$ cat src/getb_pkg.sv
// Shared types, widths and register codes of the greedy edge tour builder.
package getb_pkg;

  localparam int IDX_W           = 10;
  localparam int CNT_W           = 11;
  localparam int COST_W          = 32;
  localparam int SUM_W           = 48;
  localparam int DEF_MAX_NODES   = 1024;
  localparam int DEF_COST_BITS   = 32;
  localparam int QUEUE_DEPTH     = 2;
  localparam int PADDR_W         = 3;
  localparam int PDATA_W         = 32;

  localparam logic [CNT_W-1:0] NODE_COUNT_RST = 11'd1024;
  localparam logic [CNT_W-1:0] MIN_NODES      = 11'd2;

  // register index, taken from paddr[2]
  localparam logic REG_NODE_COUNT = 1'b0;

  typedef struct packed {
    logic [IDX_W-1:0]  end_a;
    logic [IDX_W-1:0]  end_b;
    logic [COST_W-1:0] edge_cost;
  } edge_in_t;

  typedef struct packed {
    logic              accepted;
    logic [CNT_W-1:0]  edges_taken;
    logic [SUM_W-1:0]  running_cost;
    logic              path_complete;
    logic [IDX_W-1:0]  close_from;
    logic [IDX_W-1:0]  close_to;
  } result_t;

  // classified edge handed from the front to the back
  typedef struct packed {
    logic [IDX_W-1:0]  end_a;
    logic [IDX_W-1:0]  end_b;
    logic [COST_W-1:0] cost;
    logic              pre_ok;
    logic [CNT_W-1:0]  last_count;
  } work_t;

  typedef struct packed {
    logic clearing;
  } back_status_t;

endpackage

$ cat src/getb_queue.sv
// Short FIFO of classified edges between the front and the back.
module getb_queue (
  input  logic            clk_i,
  input  logic            rst_ni,
  input  logic            push_i,
  input  getb_pkg::work_t push_data_i,
  output logic            full_o,
  input  logic            pop_i,
  output logic            empty_o,
  output getb_pkg::work_t head_o
);

  localparam int Depth = getb_pkg::QUEUE_DEPTH;
  localparam int PtrW  = $clog2(Depth);
  localparam int CntW  = $clog2(Depth + 1);

  getb_pkg::work_t     slot_q [Depth];
  logic [PtrW-1:0]     wr_ptr_q, wr_ptr_d;
  logic [PtrW-1:0]     rd_ptr_q, rd_ptr_d;
  logic [CntW-1:0]     count_q, count_d;

  assign full_o  = (count_q == CntW'(Depth));
  assign empty_o = (count_q == '0);
  assign head_o  = slot_q[rd_ptr_q];

  always_comb begin
    wr_ptr_d = wr_ptr_q;
    rd_ptr_d = rd_ptr_q;
    count_d  = count_q;
    if (push_i) begin
      wr_ptr_d = (wr_ptr_q == PtrW'(Depth - 1)) ? '0 : PtrW'(wr_ptr_q + 1'b1);
    end
    if (pop_i) begin
      rd_ptr_d = (rd_ptr_q == PtrW'(Depth - 1)) ? '0 : PtrW'(rd_ptr_q + 1'b1);
    end
    if (push_i && !pop_i) begin
      count_d = CntW'(count_q + 1'b1);
    end else if (pop_i && !push_i) begin
      count_d = CntW'(count_q - 1'b1);
    end
  end

  always_ff @(posedge clk_i or negedge rst_ni) begin
    if (!rst_ni) begin
      wr_ptr_q <= '0;
      rd_ptr_q <= '0;
      count_q  <= '0;
    end else begin
      wr_ptr_q <= wr_ptr_d;
      rd_ptr_q <= rd_ptr_d;
      count_q  <= count_d;
    end
  end

  always_ff @(posedge clk_i) begin
    if (push_i) begin
      slot_q[wr_ptr_q] <= push_data_i;
    end
  end

endmodule

$ cat config.mk
export PLATFORM = sky130hd
export DESIGN_NAME = getb_queue
export DESIGN_NICKNAME = d
export VERILOG_FILES = /design/src/getb_pkg.sv /design/src/getb_queue.sv
export SDC_FILE = /design/constraint.sdc
export NUM_CORES = 1
export LEC_CHECK = 0
export ABC_AREA = 1
export BUFFER_PORTS_ARGS = -buffer_cell sky130_fd_sc_hd__buf_2
export CAP_MARGIN = 20
export CORE_ASPECT_RATIO = 1.5
export CORE_UTILIZATION = 40
export DETAILED_ROUTE_END_ITERATION = 7
export GPL_ROUTABILITY_DRIVEN = 1
export PLACE_DENSITY_LB_ADDON = 0.1
export SYNTH_ARGS = -nofsm -noshare
export SYNTH_HDL_FRONTEND = slang
export SYNTH_SLANG_ARGS = --single-unit
$ cat constraint.sdc
create_clock -name clk_i -period 4.3 [get_ports clk_i]
set_input_delay 0.215 -clock clk_i [delete_from_list [all_inputs] [get_ports clk_i]]
set_output_delay 0.215 -clock clk_i [all_outputs]
set_load 0.03 [all_outputs]
Yosys cells after proc, flatten, opt, wreduce, memory -nomap -nowiden
Memories as Yosys holds them, arrays and structs flattened.
Cells that the tools add are included.
{"block": "op_classes", "n_addsub": 4, "n_eq_ne": 1, "mux": 6, "n_reduce_logical": 6}
{"op": "two-way mux 1 bit", "count": 4}
{"op": "two-way mux 2 bit", "count": 2}
{"op": "adder 1 bit (second input constant)", "count": 2}
{"op": "adder 2 x 1 -> 2 bit (second input constant)", "count": 1}
{"op": "== test 2 bit (second input constant)", "count": 1}
{"op": "logical AND 1 bit", "count": 2}
{"op": "zero test 1 bit", "count": 2}
{"op": "zero test 2 bit", "count": 1}
{"op": "nonzero test 2 bit", "count": 1}
{"op": "subtractor 2 x 1 -> 2 bit (second input constant)", "count": 1}
{"block": "word_totals", "register_bits": 4, "mem_bits_rw": 128, "input_bits": 68, "out_inout_bits": 66, "elab_cells": 21, "mem_count": 1}
{"name": "slot_q", "depth": 2, "width": 64, "rd": 1, "rd_clocked_by_memory_dff": 0, "wr": 1, "line_no": "getb_queue.sv:17", "rtl": "getb_pkg::work_t slot_q [Depth];"}

Depth between registers and ports, before layout
Gate-level depths: netlist of the first run.
{"block": "logic_depth", "depth_word": 4, "mapped_depth": 7}

Worst setup path before layout of the first run
OpenSTA, ideal clock, no wires.
{"block": "synth_path", "path_kind": "reg-to-reg", "start": "register wr_ptr_q", "end": "memory slot_q[0][0] in the netlist's numbering (enable)", "setup_ns": 0.488, "arrival_ns": 3.087, "t_required_ns": 3.812, "slack_ns": 0.725, "path_stages_with_launch": 2, "n_path_buf": 0, "period_less_slack_ns": 3.575, "path_cell_list": "dfrtp_1 > nor2_1"}
{"item": "start, declared", "line_no": "getb_queue.sv:18", "rtl": "logic [PtrW-1:0] wr_ptr_q, wr_ptr_d;"}
{"item": "start signal, assigned", "line_no": "getb_queue.sv:49", "rtl": "wr_ptr_q <= wr_ptr_d;"}
{"item": "end, declared", "line_no": "getb_queue.sv:17"}
No word-level cell before the write port.

==> results by group, run 1 <==
Synth
  – Top-area cell type share of the netlist area: 76.40%
  – Synth cell types: 14
  – Most common cell in the netlist: edfxtp_1
  – Yosys reg bits: 132
  – Mapped cell area: 0.005031 mm2
  – Synthesized Nets: 293
  – Prevailing post-synth register cell: edfxtp_1
  – Synthesized area per cell: 22.46 um2
  – Post-synth top cells: edfxtp_1 (128), mux2_4 (50), mux2_2 (14), inv_1 (7), buf_6 (6)
  – Fraction of registers with async set/reset: 3.030%
  – Synth Warn #: 0
  – Post-synthesis instance total: 224
  – Top post-synthesis cells by area: edfxtp_1 (76%), mux2_4 (15%), mux2_2 (3.1%)
  – Post-synth EDFFs: 128
  – Sequential-to-total area share from yosys stat: 78.39%
  – Area leader, netlist: edfxtp_1

Detailed routing
  – DRC viols: 0
  – Avg Vias per Cell: 4.574
  – Drt first pass iters: 4
  – Antenna Nets Post-Route: 0
  – Starting DRT DRC Count: 102
  – Avg WL per Cell: 15.37 um
  – Vias post-DR: 2740
  – Routed WL: 9208 um

Die
  – Die Ht: 139.4 um
  – Num rows: 49
  – IO Count: 134
  – Initial Util: 41.45%
  – Die W: 93.57 um
  – Die footprint: 0.01304 mm2
  – Placeable Area: 0.01214 mm2

Run status
  – Status: completed

Pwr
  – Worst vdd ir: 0.0004401 V
  – Flop pwr share: 38.6%
  – Clock share of power: 29.7%
  – Power per cell area: 702.8 mW/mm2
  – Internal power: 3.355 mW
  – Combinational Power Share: 31.8%
  – Switch Pwr: 1.629 mW
  – Net Sw Frac: 32.68%
  – Static leakage: 2.886 nW

Placed design
  – Post-Place Worst Slack: 2.083 ns
  – GPL Wtd Cong: 0.6881
  – Final HPWL DP: 5435 um
  – IO buf count: 133

GRT
  – Fraction of met2 tracks used by global routing: 26.32%
  – First-pass GRT wire length: 14080 um
  – Global route overflow: 0
  – GRT Max-Usage Layer: met2
  – Met3 usage: 5.246%
  – Total track usage: 14.77%
  – Vias in the first global route: 2913
  – Antenna violations before repair: 0
  – Largest net degree at the start of global routing: 59
  – Met1 Track Usage GR: 15.63%

STA
  – Worst hold slack: 0.01878 ns
  – Setup WS post-layout: 1.703 ns
  – RSZ-0062 raised after global routing: no
  – Tmin final: 2.597 ns
  – Setup Skew: 0.004540 ns
  – Final worst path period share: 60.39%
  – Pins Over Slew Limit: 0
  – Max frequency: 385.1 MHz
  – Endpoints failing setup: 0
  – Relative slew slack: 30.52%
  – Setup TNS: 0 ns
  – Final hold vios: 0
  – Worst Tran Pin Value: 1.042 ns

Clocking
  – Num CTS Buffers: 17
  – Clock tree sinks: 132
  – H-tree levels: 4
  – CTS Buffer Depth: 2
  – Clock Latency Late Sink: 0.40 ns
  – CTS tree: done
  – Clk root buf: clkbuf_16
  – Worst-path clk slew: 0.06 ns

Critical path
  – Required time of the worst setup path: 4.09 ns
  – Crit Path Max Fanout: 58
  – WS Path Type: reg -> out
  – Crit start category: register
  – Critical Path Sink Type: output port
  – Data arrival time of the worst path: 2.38 ns

Final layout
  – # fillers: 981
  – Share of post-route cells with drive strength above 1: 52.69%
  – Antenna diode count: 0
  – NumNets Final: 503
  – Area growth, synth to finish: 40.94%

Hold path
  – Hold crit path type: in -> reg

Job
  – MaxCap Viol Count: 0
[power by group through the flow]
stage          combinational (mW)  sequential (mW)  clock [mW]
2_1_floorplan                1.33             1.80           0
3_3_place_gp                 1.54             1.95           0
3_5_place_dp                 1.55             1.96           0
4_1_cts                      1.60             1.93        1.51
5_1_grt                      1.67             1.95        1.57
6_report                     1.58             1.92        1.48
[registers in the layout, indices dropped and copies added, names as in the netlist]
signal	flops
wr_ptr_q	1
slot_q	128
count_q	2
rd_ptr_q	1
[layout by cell type, fill, tap and decap left out]
cell,synthesis,routed
bufinv_16,0,4
edfxtp_1,128,128
nand2_1,5,5
clkbuf_16,0,17
inv_2,0,1
ha_1,1,1
nand4_1,1,1
xor2_1,2,2
clkinvlp_4,0,3
buf_12,0,1
dlygate4sd3_1,0,60
nor2_1,3,2
clkinv_1,0,1
inv_1,7,6
xnor2_1,1,1
mux2_2,14,14
dfrtp_1,4,3
nand3_1,1,1
mux2_4,50,50
buf_4,0,4
buf_2,1,133
dfrtp_4,0,1
clkinv_2,0,3
clkinv_4,0,3
nor2_4,0,1
[final cells by class]
type | count | area (um2) | area share (%)
clock inverter | 14 | 187.7 | 2.647
clock buffer | 17 | 425.4 | 6.000
inverter | 7 | 26.28 | 0.3706
timing repair buffer | 198 | 1316 | 18.56
sequential | 132 | 3948 | 55.67
tap | 153 | 191.4 | 2.700
multi-input combinational | 78 | 996.0 | 14.05
[stage by stage]
step	cells	power [mW]	area, um2	util [%]
after global placement	507	3.489	5857	48.25
final	599	4.983	7091	58.41
after floorplan	224	3.128	5031	-
after CTS	598	5.040	7071	58.25
after global routing	599	5.195	7091	58.41
after detailed placement	507	3.506	5857	48.25
[worst max-delay path, cell delays in order (launching register included)]
cell,delay [ns]
dfrtp_4,1.13
buf_4,0.35
mux2_4,0.32
buf_2,0.18
[routing by layer]
| metal | vias to the layer above | wire length, um |
|---|---|---|
| met1 | 1352 | 3634 |
| met3 | 11 | 515 |
| met5 | - | 0 |
| met4 | 0 | 116 |
| li1 | 1292 | - |
| met2 | 85 | 4940 |
[path summary, 6_finish.rpt]
check	start	end	slack, ns	depth (start not counted)
setup / recovery	rd_ptr_q	head_o[23]	1.70	3
hold / removal	push_data_i[36]	slot_q[0][36]	0.02	1
setup reg to reg	wr_ptr_q	slot_q[1][45]	2.82	3
hold reg to reg	count_q[1]	count_q[1]	0.54	2
max in group asynchronous	rst_ni	rd_ptr_q	4.00	2
min in group asynchronous	rst_ni	rd_ptr_q	0.15	2
[repair_timing]
| action | CTS | global route |
|---|---|---|
| hold endpoints to repair | 121 | 0 |
| setup buffers | 0 | 0 |
| resized for setup | 0 | 0 |
| hold buffers | 60 | 0 |
[logic make-up after synthesis]
kind of cell / count (synthesis) / synth area share (%)
flip-flops: 132 / 78.39
AND/OR/NAND/NOR: 10 / 0.8207
multiplexers: 64 / 18.06
adder cells (fa/ha/maj): 1 / 0.2487
buffers and inverters: 14 / 1.965
XOR/XNOR: 3 / 0.5224
Power figures use the tool's default switching activity.
==> run 2: changes to the inputs <==
- ABC_AREA: 1 -> 0
- clock period: 4.3 -> 2.4 ns (I/O delays scaled with it)
==> results by group, run 2 <==
Critical path
  – WS Path Type: reg -> out
  – R2R Path Start: wr_ptr_q
  – Critical Path Sink Type: output port
  – Worst reg2reg setup slack: 0.98 ns (-1.84 ns)
  – Required time of the worst setup path: 2.28 ns (-1.81 ns)
  – Crit Path Max Fanout: 30 (-48%)
  – Crit start category: register
  – Worst r2r dst: slot_q[0][41]
  – FF-to-FF path depth: 2 (-1)
  – Data arrival time of the worst path: 2.05 ns (-0.33 ns)

GRT
  – Total track usage: 14.96% (+0.19 points)
  – Largest net degree at the start of global routing: 42 (-29%)
  – Global route overflow: 0 (unchanged)
  – Antenna violations before repair: 0 (unchanged)
  – First-pass GRT wire length: 14150 um (+0.49%)
  – Vias in the first global route: 2896 (-0.58%)

STA
  – Setup TNS: 0 ns (unchanged)
  – Worst hold slack: 0.05588 ns (+0.03711 ns)
  – Final hold vios: 0 (unchanged)
  – Tmin final: 2.166 ns
  – Final worst path period share: 90.24%
  – Pins Over Slew Limit: 0 (unchanged)
  – Worst Tran Pin Value: 0.5707 ns (-0.4715 ns)
  – Setup Skew: 0.004742 ns (+0.0002016 ns)
  – RSZ-0062 raised after global routing: no
  – Max frequency: 461.7 MHz
  – Endpoints failing setup: 0 (unchanged)
  – Relative slew slack: 61.95% (+31 points)

Placed design
  – Inst Count DP: 500 (-1.4%)
  – GPL Wtd Cong: 0.6798 (-1.2%)
  – Final HPWL DP: 5659 um (+4.1%)
  – IO buf count: 133 (unchanged)

Synth
  – Prevailing post-synth register cell: edfxtp_1
  – Synthesized Nets: 284 (-3.1%)
  – Sequential-to-total area share from yosys stat: 78.70% (+0.31 points)
  – Top-area cell type share of the netlist area: 76.70% (+0.31 points)
  – Post-synth EDFFs: 128 (unchanged)
  – Most common cell in the netlist: edfxtp_1
  – Synth Warn #: 0 (unchanged)
  – Top post-synthesis cells by area: edfxtp_1 (77%), mux2_4 (15%), mux2_2 (3.1%)
  – Mapped cell area: 0.005011 mm2 (-0.40%)
  – Post-synth top cells: edfxtp_1 (128), mux2_4 (50), mux2_2 (14), buf_6 (6)
  – Post-synthesis instance total: 215 (-4.0%)
  – Synth cell types: 13 (-1)
  – Area leader, netlist: edfxtp_1
  – Yosys reg bits: 132 (unchanged)
  – Fraction of registers with async set/reset: 3.030% (unchanged)
  – Synthesized area per cell: 23.31 um2 (+3.8%)

Detailed routing
  – Avg Vias per Cell: 4.557 (-0.38%)
  – Vias post-DR: 2716 (-0.88%)
  – Starting DRT DRC Count: 78 (-24%)
  – Routed WL: 9202 um (about the same)
  – DRC viols: 0 (unchanged)
  – Avg WL per Cell: 15.44 um (+0.44%)
  – Antenna Nets Post-Route: 0 (unchanged)
  – Drt first pass iters: 4 (unchanged)

Final layout
  – Biggest register: slot_q
  – Antenna diode count: 0 (unchanged)
  – Area growth, synth to finish: 40.95% (about the same)
  – Biggest regs: slot_q: 128 flops, count_q: 2 flops
  – NumNets Final: 502 (-0.20%)
  – Most common cell after layout, fill and taps aside: buf_2
  – Final std cells w/o fill: 596 (-0.50%)
  – Share of post-route cells with drive strength above 1: 51.47% (-1.2 points)
  – Max FFs per register: 128 (unchanged)
  – Most frequent cells in the layout: buf_2 (133), edfxtp_1 (128), dlygate4sd3_1 (67)
  – # fillers: 948 (-3.4%)

Die
  – IO Count: 134 (unchanged)
  – Die W: 93.39 um (-0.20%)
  – Placeable Area: 0.01208 mm2 (-0.50%)
  – Die footprint: 0.01299 mm2 (-0.39%)
  – Die Ht: 139.1 um (-0.20%)
  – Initial Util: 41.49% (+0.045 points)
  – Num rows: 49 (unchanged)

Clocking
  – Clock tree sinks: 132 (unchanged)
  – Clock Latency Late Sink: 0.40 ns (about the same)
  – Num CTS Buffers: 17 (unchanged)
  – Clk root buf: clkbuf_16
  – Worst-path clk slew: 0.05 ns (about the same)
  – H-tree levels: 4 (unchanged)
  – CTS Buffer Depth: 2 (unchanged)
  – CTS tree: done
  – Setup bufs post-CTS: 0 (unchanged)

Pwr
  – Worst vdd ir: 0.0006315 V (+43%)
  – Static leakage: 2.862 nW (-0.85%)
  – Power per cell area: 1221 mW/mm2 (+74%)

Hold path
  – Hold crit path type: in -> async

Job
  – MaxCap Viol Count: 0 (unchanged)

Run status
  – Status: completed
-- run 2: worst max path at each step --
stage	cells after the start	startpoint	to
after floorplan	1	wr_ptr_q	slot_q[1][0]
final	3	rd_ptr_q	head_o[49]
after global routing	3	rd_ptr_q	head_o[35]
after global placement	3	rd_ptr_q	head_o[35]
after CTS	3	rd_ptr_q	head_o[35]
after detailed placement	3	rd_ptr_q	head_o[35]
-- run 2: logic make-up (layout without fill, tap and decap cells) --
group | Yosys count | count (layout) | share of synthesized area, %
multiplexers | 64 | 64 | 18.13
buffers and inverters | 8 | 236 | 1.523
flip-flops | 132 | 132 | 78.70
XOR/XNOR | 5 | 5 | 0.8739
AND/OR/NAND/NOR | 5 | 5 | 0.5244
adder cells (fa/ha/maj) | 1 | 1 | 0.2496
-- run 2: final cells by class --
class	count	area (um2)	area share [%]
Clock inverter	9	90.09	1.275
Timing Repair Buffer	206	1394	19.73
Sequential cell	132	3948	55.89
Inverter	1	3.754	0.05314
Clock buffer	20	436.7	6.182
Tap cell	153	191.4	2.710
Multi-Input combinational cell	75	999.7	14.15
-- run 2: worst max-delay path, stage by stage, from the launching register on --
cell	delay [ns]
dfrtp_4	0.76
buf_12	0.31
mux2_2	0.37
buf_2	0.18
-- run 2: report_power, final --
| part | total (mW) | switching (mW) | internal [mW] |
|---|---|---|---|
| logic | 2.99 | 1.76 | 1.23 |
| clock network | 2.32 | 0.834 | 1.49 |
| registers | 3.32 | 0.244 | 3.07 |
| total | 8.62 | 2.84 | 5.79 |
-- run 2: what timing repair did --
item / 4_1_cts / 5_1_grt
hold buffers: 67 / 0
endpoints found under the hold margin: 134 / 0
resized for setup: 0 / 0
-- run 2: metrics by stage --
| stage | area [um2] | util (%) | setup WS, ns | total power, mW |
|---|---|---|---|---|
| detailed placement | 5866 | 48.57 | 0.6418 | 6.303 |
| global placement | 5866 | 48.57 | 0.6400 | 6.283 |
| floorplan | 5019 | - | 0.03888 | 5.591 |
| finish | 7063 | 58.48 | 0.2342 | 8.625 |
| CTS | 7063 | 58.48 | 0.1900 | 8.744 |
| global route | 7063 | 58.48 | 0.1378 | 8.992 |
-- run 2: layer usage --
layer	global-route usage [%]	vias up	wire (um)
li1	-	1281	-
met1	15.54	1331	3533
met2	26.93	92	5051
met3	4.934	12	479
met4	6.478	0	138
met5	0	-	0
