### src/getb_pkg.sv
// Shared types, widths and register codes of the greedy edge tour builder.
package getb_pkg;

  localparam int IDX_W           = 10;
  localparam int CNT_W           = 11;
  localparam int COST_W          = 32;
  localparam int SUM_W           = 48;
  localparam int DEF_MAX_NODES   = 1024;
  localparam int DEF_COST_BITS   = 32;
  localparam int QUEUE_DEPTH     = 2;
  localparam int PADDR_W         = 3;
  localparam int PDATA_W         = 32;

  localparam logic [CNT_W-1:0] NODE_COUNT_RST = 11'd1024;
  localparam logic [CNT_W-1:0] MIN_NODES      = 11'd2;

  // register index, taken from paddr[2]
  localparam logic REG_NODE_COUNT = 1'b0;

  typedef struct packed {
    logic [IDX_W-1:0]  end_a;
    logic [IDX_W-1:0]  end_b;
    logic [COST_W-1:0] edge_cost;
  } edge_in_t;

  typedef struct packed {
    logic              accepted;
    logic [CNT_W-1:0]  edges_taken;
    logic [SUM_W-1:0]  running_cost;
    logic              path_complete;
    logic [IDX_W-1:0]  close_from;
    logic [IDX_W-1:0]  close_to;
  } result_t;

  // classified edge handed from the front to the back
  typedef struct packed {
    logic [IDX_W-1:0]  end_a;
    logic [IDX_W-1:0]  end_b;
    logic [COST_W-1:0] cost;
    logic              pre_ok;
    logic [CNT_W-1:0]  last_count;
  } work_t;

  typedef struct packed {
    logic clearing;
  } back_status_t;

endpackage

### src/getb_front.sv
// Front: accept edge beats, clamp the node count, range-check and mask the cost.
module getb_front #(
  parameter int MAX_NODES = getb_pkg::DEF_MAX_NODES,
  parameter int COST_BITS = getb_pkg::DEF_COST_BITS
) (
  input  logic                         in_valid_i,
  output logic                         in_stall_o,
  input  getb_pkg::edge_in_t           in_data_i,
  input  logic [getb_pkg::CNT_W-1:0]   node_count_i,
  input  getb_pkg::back_status_t       back_status_i,
  input  logic                         queue_full_i,
  output logic                         push_o,
  output getb_pkg::work_t              push_data_o
);

  localparam int CntW  = getb_pkg::CNT_W;
  localparam int CostW = getb_pkg::COST_W;
  localparam logic [CostW-1:0] CostMask =
    (COST_BITS >= CostW) ? '1 : CostW'((64'd1 << COST_BITS) - 64'd1);

  logic [CntW-1:0] eff_nodes;

  always_comb begin
    if (node_count_i < getb_pkg::MIN_NODES) begin
      eff_nodes = getb_pkg::MIN_NODES;
    end else if (32'(node_count_i) > MAX_NODES) begin
      eff_nodes = CntW'(MAX_NODES);
    end else begin
      eff_nodes = node_count_i;
    end
  end

  assign in_stall_o = queue_full_i || back_status_i.clearing;
  assign push_o     = in_valid_i && !in_stall_o;

  always_comb begin
    push_data_o.end_a      = in_data_i.end_a;
    push_data_o.end_b      = in_data_i.end_b;
    push_data_o.cost       = in_data_i.edge_cost & CostMask;
    push_data_o.pre_ok     = (CntW'(in_data_i.end_a) < eff_nodes) &&
                             (CntW'(in_data_i.end_b) < eff_nodes) &&
                             (in_data_i.end_a != in_data_i.end_b);
    push_data_o.last_count = CntW'(eff_nodes - 1'b1);
  end

endmodule

### config.mk
export PLATFORM = sky130hd
export DESIGN_NAME = getb_front
export DESIGN_NICKNAME = d
export VERILOG_FILES = /design/src/getb_pkg.sv /design/src/getb_front.sv
export SDC_FILE = /design/constraint.sdc
export NUM_CORES = 1
export LEC_CHECK = 0
export BUFFER_PORTS_ARGS = -buffer_cell sky130_fd_sc_hd__clkbuf_2
export CAP_MARGIN = 40
export CORE_UTILIZATION = 40
export DETAILED_ROUTE_END_ITERATION = 10
export PLACE_DENSITY = 0.91
export SYNTH_ARGS = -nofsm -noshare
export SYNTH_HDL_FRONTEND = slang
export SYNTH_SLANG_ARGS = --single-unit
### constraint.sdc
create_clock -name vclk -period 4.05
set_input_delay 0.2025 -clock vclk [all_inputs]
set_output_delay 0.2025 -clock vclk [all_outputs]
set_load 0.02 [all_outputs]
[Word level (Yosys, flattened, before mapping)]
Cells that the tools add are included.
W data, S select, Z words.
Storage, ports and cells
  memory bits (read-only): 0
  bits in writable memories: 0
  memories kept: 0
  register bits after elaboration: 0
  bits of input ports: 66
  bits in latches: 0
Operators by class
  divide/modulo/power cells: 0
  magnitude comparators: 4
  $add $sub $neg: 1
  eq/ne operators: 1
  multiplexer cells: 2
  shift-type cells: 0
  $mul: 0
  bitwise logic cells: 0
  reductions and logical operators: 5
Operator list (count)
  $lt A10 B11 Y1: 2
  $mux W11: 2
  $gt A11 B11 Y1 const B: 1
  $lt A11 B2 Y1 const B: 1
  $sub A11 B1 Y11 const B: 1
  $ne A10 B10 Y1: 1
  $logic_and A1 B1 Y1: 3
  $logic_not A1 Y1: 1
  $logic_or A1 B1 Y1: 1

[Longest topological paths before layout]
Gate-level depths: netlist of run 1.
  depth in word-level cells: 6
  mapped depth: 9
  depth with buffers taken out: 8

[Worst setup path before layout of run 1]
OpenSTA, ideal clock, no wires.
  path kind: input to output
  start point: in node_count_i[8] (netlist bit)
  end point: out push_data_o[11] (netlist bit)
  data arrival time: 2.255 ns
  cell stages on the path: 7
  buffers on the path: 0
  required time: 3.848 ns
  setup slack: 1.592 ns
  cells stage by stage: or4_4 nor3_2 o21bai_1 ha_1 a2111oi_0 o21bai_1 a211oi_1
RTL lines
  start: declaration: line getb_front.sv:9  | input logic [getb_pkg::CNT_W-1:0] node_count_i,
  end: declaration: line getb_front.sv:13  | output getb_pkg::work_t push_data_o

==> summary.txt, run 1 <==
Routing
  – Total wire length: 2.65 mm
  – Antenna-violating nets left: 0
  – Drt wl/cell: 12.9 um
  – Via count: about 1100
  – Drc violations: 7
  – WL met3: 215 um
  – Uppermost layer routed: met4
  – DR iter-0 viols: 52
  – Vias per Instance: 5.32
  – Wl on met1: 1.13 mm
  – Met2 wire len: approximately 1.3 mm
  – Length of the first detailed-routing pass in iterations: 7

Timing
  – Crit path time final: 2.65 ns
  – Final setup vio count: 0
  – Max Slew Vio Count: 0
  – Tightest Pin Transition: 0.503 ns
  – Setup TNS: 0 ns
  – RSZ-0062 raised after global routing: no
  – Final Hold Fails: 0
  – Fmax: ~0.38 GHz
  – Worst rel slew slack: 65.6%
  – Final worst setup slack: ~1.4 ns
  – Final period utilization: ~65%

Die
  – Core area: ~0.0028 sq mm
  – Chip Width: 57.3 um
  – Die Area: between 0.003 and 0.004 sq mm
  – Ports: between 100 and 150
  – Rows: 19
  – Starting density of the core: between 40% and 50%
  – Die height: roughly 57 um

Final layout
  – Register area: 0 sq um
  – Area grow syn2layout: -1.54%
  – Seq cells: 0
  – Commonest non-fill, non-tap cell in the layout: clkbuf_2
  – Share of cells above drive strength 1: a little over two fifths
  – Util after Layout: ~43%
  – Clock buffers: 0
  – Ant diodes: 0
  – Layout net count: about 260
  – Cell Count, Final, Fillers Out: ~210
  – Most frequent cells in the layout: clkbuf_2 (68), ha_1 (19), nand2b_1 (10)

Pwr
  – Leak: between 0.6 and 0.7 nW
  – Worst vdd ir: roughly 45 uV
  – Pwr Density: 123 mW/mm^2
  – Power Total: between 100 and 150 uW

Critical path
  – Type of origin of the critical path: input port
  – Crit-path max FO: 8
  – Max stage delay cell, worst path: or4_4
  – Critical path type: input port to primary output
  – Crit path max-delay family: compound AO/OA/AOI/OAI gates
  – CP cell instances: clkbuf_2 > or4_4 > nor3_2 > o21bai_1 > ha_1 > a2111oi_0 > o21bai_1 > a211oi_1 > clkbuf_2
  – Worst path max stage delay: between 0.5 and 0.6 ns
  – Crit end category: primary output
  – WP buf/inv: 2
  – Worst path required time: 3.85 ns
  – Crit path DAT: 2.45 ns

Place
  – Routability cong.: approximately 0.84
  – Dpl ws: roughly 1.4 ns
  – HPWL reported at the end of detailed placement: approximately 2.4 mm
  – Post-placement cell count: 205
  – PortBufs: 68

Synth
  – Mapped Nets: roughly 250
  – Dominant cell type by area after synthesis: buf_4
  – Mapped Avg Cell Area: roughly 7.6 sq um
  – Distinct cells, synth: 37
  – Share of the synthesized area in the top cell type: between 30% and 40%
  – Register area share after synthesis: 0%
  – Cell Area, Synth: about 0.0012 sq mm
  – Leading cell types by total area after synthesis: buf_4 (32%), ha_1 (19%), xor2_1 (6.4%), nand2b_1 (5.1%), o21ai_0 (2.9%)
  – Cells after Synth: 160
  – Synth Warn #: 0

Hold path
  – Min-delay worst type: input port to primary output
  – Hold path start: in_data_i[3]
  – Hold path cells: 0
  – WHS Endpoint: push_data_o[15]

Global route
  – Vias in the first global route: ~960
  – GRT Total Usage: 15.1%
  – Initial antenna violation count: 0
  – Largest net degree at the start of global routing: 22
  – Total grt overflow: 0
  – First-pass GRT wire length: 4.06 mm

Outcome
  – Status: finished, violations left
  – Failing checks: design-rule violations

CTS
  – PostCTS Resize Cnt: 0
  – Setup repair bufs after CTS: 0
  – Cts hold-fix bufs: 0

Flow run
  – Max cap viols: 0
cell families (layout without fill, tap and decap cells):
group / count (synthesis) / after routing / synth area share (%)
AO/OA/AOI/OAI: 26 / 26 / 14.5
buffers and inverters: 58 / 72 / 33.8
multiplexers: 1 / 1 / 0.819
AND/OR/NAND/NOR: 43 / 43 / 22.1
XOR/XNOR: 13 / 13 / 9.31
adder cells (fa/ha/maj): 19 / 19 / 19.4
stage by stage:
step                area, sq um  hold slack (ns)
floorplan                  1220            0.518
finish                     1200            0.405
global route               1200            0.405
CTS                        1200            0.405
detailed placement         1200            0.405
global placement           1200            0.405
layout make-up:
class | instances | area [sq um]
inverters | 4 | 15.0
fillers | 306 | 1630
repair buffers | 68 | 340
multi-input cells | 102 | 810
well taps | 31 | 38.8
how the worst max path moves through the flow:
stage / start / to / cells past startpoint / slack, ns
after floorplan: node_count_i[8] / push_data_o[11] / 7 / 1.59
after global placement: node_count_i[8] / push_data_o[11] / 9 / 1.54
after detailed placement: node_count_i[7] / push_data_o[11] / 9 / 1.41
after CTS: node_count_i[7] / push_data_o[11] / 9 / 1.39
after global routing: node_count_i[5] / push_data_o[11] / 9 / 1.24
final: node_count_i[5] / push_data_o[11] / 9 / 1.40
cell usage after synthesis, types with 2 or more instances:
library cell  count
clkbuf_1          2
or2_2             2
xnor2_1           4
nor2b_1           2
xor2_1            9
nor2_1            5
nand4b_1          2
a21oi_1           4
nand2_1           3
inv_1             4
o21bai_1          2
o21ai_0           7
a31oi_1           2
nor4_1            3
a2111oi_0         2
buf_4            52
nor3_1            6
a211oi_1          2
nand4_1           2
ha_1             19
nand2b_1         10
per-layer routing:
metal  global-route usage, %  up-vias
met5                       0        -
met4                    3.83        0
met3                    3.17       12
met2                    27.1       51
met1                    18.3      477
li1                        -      551
power breakdown:
part           switching (mW)  internal [mW]  total, mW
registers                   0              0          0
logic                  0.0893         0.0587      0.148
clock network               0              0          0
total                  0.0893         0.0587      0.148
No activity file was read; power rests on OpenSTA's default activity.
==> run 2, diff against run 1 <==
Settings changed: ABC_AREA set to 1, CORE_UTILIZATION 40 to 39, PLACE_DENSITY 0.91 to 0.86.
Clock period 4.05 ns to 2.45 ns, I/O delays scaled along.
==> run 2 against run 1 <==
  * The flow now finishes without violations
  * Final cell count is 41% higher
  * Largest cell class unchanged
  * Largest power group unchanged
  * Highest routed layer unchanged
  * Cell area is 13% higher
  * Core utilization is 1.7 points lower
==> summary.txt, run 2 <==
Outcome
  – Status: finished clean (was finished, violations left)

Final layout
  – Register area: 0 sq um (unchanged)
  – Area taken by multi-input logic gates: 852 sq um (was 810 sq um)
  – Commonest non-fill, non-tap cell in the layout: clkbuf_2 (unchanged)
  – Cell Count, Final, Fillers Out: 290 (was 205)
  – Share of cells above drive strength 1: 31.6% (was 43.7%)
  – # fillers: 368 (was 306)
  – Most frequent cells in the layout: clkbuf_2 (68), nand2_1 (57), inv_1 (30) (was clkbuf_2 (68), ha_1 (19), nand2b_1 (10))
  – Area grow syn2layout: 0.184% (was -1.54%)
  – Clock buffers: 0 (unchanged)
  – Seq cells: 0 (unchanged)
  – Ant diodes: 0 (unchanged)
  – Layout net count: 331 (was 261)

Timing
  – Tightest Pin Transition: 0.651 ns (was 0.503 ns)
  – Fmax: between 0.4 and 0.5 GHz
  – Final setup vio count: 0 (unchanged)
  – Max Slew Vio Count: 0 (unchanged)
  – Crit path time final: about 2.2 ns
  – Final period utilization: between 90 and 100%
  – Final worst setup slack: 0.236 ns (was 1.40 ns)
  – RSZ-0062 raised after global routing: no (unchanged)
  – Worst rel slew slack: 56.1% (was 65.6%)
  – Final Hold Fails: 0 (unchanged)
  – WHS: 0.245 ns (was 0.405 ns)
  – Setup TNS: 0 ns (unchanged)

Critical path
  – Type of origin of the critical path: input port (unchanged)
  – Worst path required time: 2.33 ns (was 3.85 ns)
  – Worst Setup SP: node_count_i[5] (unchanged)
  – Worst path max stage delay: 0.32 ns (was 0.53 ns)
  – Max stage delay cell, worst path: ha_1 (was or4_4)
  – Crit path DAT: 2.09 ns (was 2.45 ns)
  – Setup crit end: push_data_o[11] (unchanged)
  – Critical path type: input port to primary output (unchanged)
  – Crit-path max FO: 9 (was 8)
  – CP cell instances: clkbuf_2 > nor2_1 > nand3_1 > o21ai_4 > nand2_1 > ha_1 > a21oi_1 > o21ai_0 > nand2_1 > a21boi_0 > nor2_1 > nand2_1 > a21oi_1 > clkbuf_2 (was clkbuf_2 > or4_4 > nor3_2 > o21bai_1 > ha_1 > a2111oi_0 > o21bai_1 > a211oi_1 > clkbuf_2)
  – Most used cell, CP: nand2_1
  – Crit end category: primary output (unchanged)

Die
  – Core area: 0.00334 sq mm (was 0.00283 sq mm)
  – Chip Width: 61.1 um (was 57.3 um)
  – Die Area: 0.00373 sq mm (was 0.00328 sq mm)
  – Die height: 61.1 um (was 57.3 um)
  – Ports: 132 (unchanged)
  – Starting density of the core: 40.8% (was 43.2%)
  – Rows: 21 (was 19)

Place
  – Dpl ws: 0.265 ns (was 1.41 ns)
  – Routability cong.: 0.903 (was 0.842)
  – Post-placement cell count: 290 (was 205)
  – HPWL reported at the end of detailed placement: 2.80 mm (was 2.39 mm)
  – PortBufs: 68 (unchanged)

Flow run
  – Max cap viols: 0 (unchanged)

Synth
  – Share of the synthesized area in the top cell type: 28.7% (was 31.9%)
  – Cells after Synth: 229 (was 160)
  – Mapped Nets: 314 (was 245)
  – Most instantiated library cell after synthesis: nand2_1 (was buf_4)
  – Cell Area, Synth: 0.00136 sq mm (was 0.00122 sq mm)
  – Post-synth top cells: nand2_1 (57), buf_4 (52), inv_1 (30), nor2_1 (20), ha_1 (19) (was buf_4 (52), ha_1 (19), nand2b_1 (10), xor2_1 (9), o21ai_0 (7))
  – Leading cell types by total area after synthesis: buf_4 (29%), ha_1 (17%), nand2_1 (16%), inv_1 (8.3%), nor2_1 (5.5%) (was buf_4 (32%), ha_1 (19%), xor2_1 (6.4%), nand2b_1 (5.1%), o21ai_0 (2.9%))
  – Mapped Avg Cell Area: 5.94 sq um (was 7.64 sq um)
  – Synth Warn #: 0 (unchanged)
  – Dominant cell type by area after synthesis: buf_4 (unchanged)
  – Distinct cells, synth: 22 (was 37)
  – Register area share after synthesis: 0% (unchanged)

Routing
  – Drc violations: 0 (was 7)
  – Antenna-violating nets left: 0 (unchanged)
  – DR iter-0 viols: 49 (was 52)
  – Total wire length: 3.09 mm (was 2.65 mm)
  – Via count: 1377 (was 1091)
  – Vias per Instance: 4.75 (was 5.32)
  – Length of the first detailed-routing pass in iterations: 4 (was 7)
  – Drt wl/cell: 10.6 um (was 12.9 um)

Pwr
  – Leak: 0.865 nW (was 0.625 nW)
  – Worst vdd ir: 83.5 uV (was 44.6 uV)
  – Pwr Density: 217 mW/mm^2 (was 123 mW/mm^2)
  – Power Total: 296 uW (was 148 uW)

CTS
  – Cts hold-fix bufs: 0 (unchanged)
  – Setup repair bufs after CTS: 0 (unchanged)
  – PostCTS Resize Cnt: 0 (unchanged)

Global route
  – First-pass GRT wire length: 4.68 mm (was 4.06 mm)
  – Largest net degree at the start of global routing: 10 (was 22)
  – Total grt overflow: 0 (unchanged)
  – Vias in the first global route: 1140 (was 959)
  – Initial antenna violation count: 0 (unchanged)
  – GRT Total Usage: 16.2% (was 15.1%)

Hold path
  – Min-delay worst type: input port to primary output (unchanged)
==> run 2: layout make-up <==
type | instances | share of cell area, %
Multi-Input combinational cell | 146 | 62.5
Timing Repair Buffer | 68 | 25.0
Inverter | 30 | 8.26
Tap cell | 46 | 4.22
==> run 2: worst max-delay path: cells and delay by family <==
family	cells	cell delay, ns
AO/OA/AOI/OAI	5	0.68
AND/OR/NAND/NOR	6	0.67
adder cells (fa/ha/maj)	1	0.32
buffers and inverters	2	0.30
==> run 2: kinds of logic after synthesis <==
group / count (synthesis) / share of synthesized area, %
AOI/OAI and AO/OA: 18 / 8.37
buffers and inverters: 83 / 37.3
adders and majority gates: 19 / 17.5
xor gates and xnor gates: 8 / 5.15
and+or+nand+nor: 101 / 31.6
==> run 2: metal layers <==
metal	GRT usage (%)	part of all wire, %	vias to the layer above	wire length, um
met5	0	0	-	0
met4	5.84	2.4	0	74
met3	2.73	8.5	12	261
met2	30.6	50	54	1550
met1	18.1	39	606	1200
li1	-	-	705	-
==> run 2: worst min-delay path by stage <==
stage          slack, ns  cells after the start              end          from
6_report            0.25                      0  push_data_o[13]  in_data_i[1]
5_1_grt             0.25                      0  push_data_o[13]  in_data_i[1]
4_1_cts             0.25                      0  push_data_o[14]  in_data_i[2]
3_5_place_dp        0.25                      0  push_data_o[14]  in_data_i[2]
3_3_place_gp        0.25                      0  push_data_o[14]  in_data_i[2]
2_1_floorplan       0.36                      1  push_data_o[12]  in_data_i[0]
==> run 2: stage by stage <==
step / util (%) / area (sq um)
after global placement: 40.8 / 1360
final: 40.8 / 1360
after CTS: 40.8 / 1360
after global routing: 40.8 / 1360
after detailed placement: 40.8 / 1360
after floorplan: - / 1360
==> run 2: report_power, final <==
group	total [mW]	switching, mW	leakage [nW]	internal, mW
registers	0	0	0	0
clock network	0	0	0	0
logic	0.296	0.188	0.865	0.108
total	0.296	0.188	0.865	0.108
==> run 3, diff against run 2 <==
Settings changed: CORE_MARGIN set to 2.
==> run 3 against run 2 <==
  * Final cell count stayed put
  * Largest cell class unchanged
  * First-iteration DRC count grew 6.1%
  * Sequential share of layout area stayed put
  * Core utilization unchanged
  * Global-route usage shrank 1.3 points
  * Die area increased by 6.7%
==> summary.txt, run 3 (synthesized netlist as in run 2, its figures left out) <==
Outcome
  – Status: finished clean (unchanged)

CTS
  – Cts hold-fix bufs: 0 (unchanged)
  – PostCTS Resize Cnt: 0 (unchanged)
  – Setup repair bufs after CTS: 0 (unchanged)

Final layout
  – Layout net count: 331 (unchanged)
  – Register area: 0 sq um (unchanged)
  – Commonest non-fill, non-tap cell in the layout: clkbuf_2 (unchanged)
  – Area grow syn2layout: 0.184% (unchanged)
  – Util after Layout: 40.8% (unchanged)
  – Cell Count, Final, Fillers Out: 290 (unchanged)
  – Design area: 0.00136 sq mm (unchanged)
  – Share of cells above drive strength 1: 31.6% (unchanged)
  – Clock buffers: 0 (unchanged)
  – Most frequent cells in the layout: clkbuf_2 (68), nand2_1 (57), inv_1 (30) (unchanged)
  – Seq cells: 0 (unchanged)
  – Ant diodes: 0 (unchanged)

Global route
  – Largest net degree at the start of global routing: 10 (unchanged)
  – Initial antenna violation count: 0 (unchanged)
  – GRT Total Usage: 14.9% (was 16.2%)
  – Total grt overflow: 0 (unchanged)
  – Vias in the first global route: 1199 (was 1140)
  – First-pass GRT wire length: 5.02 mm (was 4.68 mm)

Place
  – HPWL reported at the end of detailed placement: 2.84 mm (was 2.80 mm)
  – Post-placement cell count: 290 (unchanged)
  – Placed inst area: 0.00136 sq mm (unchanged)
  – Routability cong.: 0.918 (was 0.903)
  – PortBufs: 68 (unchanged)

Routing
  – DR iter-0 viols: 52 (was 49)
  – Via count: 1348 (was 1377)
  – Total wire length: 3.14 mm (was 3.09 mm)
  – Drt wl/cell: 10.8 um (was 10.6 um)
  – Length of the first detailed-routing pass in iterations: 4 (unchanged)
  – Drc violations: 0 (unchanged)
  – Vias per Instance: 4.65 (was 4.75)
  – Antenna-violating nets left: 0 (unchanged)

Timing
  – WHS: 0.245 ns (about the same)
  – Tightest Pin Transition: 0.644 ns (was 0.651 ns)
  – RSZ-0062 raised after global routing: no (unchanged)
  – Fmax: 0.455 GHz (was 0.452 GHz)
  – Final setup vio count: 0 (unchanged)
  – Final period utilization: 89.8% (was 90.4%)
  – Final Hold Fails: 0 (unchanged)
  – Worst rel slew slack: 56.5% (was 56.1%)
  – Crit path time final: 2.20 ns (was 2.21 ns)
  – Setup TNS: 0 ns (unchanged)
  – Max Slew Vio Count: 0 (unchanged)

Critical path
  – Max stage delay cell, worst path: ha_1 (unchanged)
  – Crit path DAT: 2.08 ns (was 2.09 ns)
  – Worst path max stage delay: 0.32 ns (about the same)
  – Crit end category: primary output (unchanged)
  – Worst path required time: 2.33 ns (about the same)
  – Crit-path max FO: 9 (unchanged)
  – Critical path type: input port to primary output (unchanged)
  – Most used cell, CP: nand2_1 (unchanged)
  – CP cell instances: clkbuf_2 > nor2_1 > nand3_1 > o21ai_4 > nand2_1 > ha_1 > a21oi_1 > o21ai_0 > nand2_1 > a21boi_0 > nor2_1 > nand2_1 > a21oi_1 > clkbuf_2 (unchanged)
  – Worst Setup SP: node_count_i[5] (unchanged)
  – Setup crit end: push_data_o[11] (unchanged)
  – Type of origin of the critical path: input port (unchanged)

Die
  – Chip Width: 63.1 um (was 61.1 um)
  – Ports: 132 (unchanged)
  – Die Area: 0.00398 sq mm (was 0.00373 sq mm)
  – Starting density of the core: 40.8% (unchanged)
  – Core area: 0.00334 sq mm (unchanged)
  – Rows: 21 (unchanged)
  – Die height: 63.1 um (was 61.1 um)

Hold path
  – Min-delay worst type: input port to primary output (unchanged)

Pwr
  – Leak: 0.865 nW (unchanged)
  – Pwr Density: 217 mW/mm^2 (about the same)
  – Worst vdd ir: 66.7 uV (was 83.5 uV)

Flow run
  – Max cap viols: 0 (unchanged)
## run 3: cell counts in the layout (fill, tap and decap cells not counted)
No cell type changed its count.
## run 3: worst min path at each step
stage                       from              end  cells after the start
CTS                 in_data_i[0]  push_data_o[12]                      0
finish              in_data_i[9]  push_data_o[21]                      0
detailed placement  in_data_i[0]  push_data_o[12]                      0
global placement    in_data_i[0]  push_data_o[12]                      0
global route        in_data_i[1]  push_data_o[13]                      0
floorplan           in_data_i[0]  push_data_o[12]                      1
## run 3: worst max-delay path, delay by kind of cell
kind,cells,cell delay [ns]
and+or+nand+nor,6,0.66
AOI/OAI and AO/OA,5,0.67
adders and majority gates,1,0.32
buffers and inverters,2,0.30
## run 3: routing by layer
layer  routed length, um  vias up  global-route usage (%)
li1                    -      699                       -
met1                1240      588                    17.1
met2                1610       47                    29.1
met3                 224       14                    1.43
met4                  65        0                    3.33
met5                   0        -                       0
## run 3: final cells by class
class	instances	area [sq um]
Inverter	30	113
Multi-Input combinational cell	146	852
Fill cell	391	1970
Tap cell	46	57.6
Timing Repair Buffer	68	340
## run 3: power by group
part | switching, mW | leakage [nW] | internal [mW]
Clock | 0 | 0 | 0
Sequential | 0 | 0 | 0
Combinational | 0.187 | 0.865 | 0.108
Total | 0.187 | 0.865 | 0.108
## run 3: per-stage QoR
stage | total power [mW] | worst slack [ns]
3_5_place_dp | 0.297 | 0.273
6_report | 0.295 | 0.251
4_1_cts | 0.298 | 0.267
3_3_place_gp | 0.291 | 0.334
5_1_grt | 0.331 | 0.0247
2_1_floorplan | 0.286 | 0.531
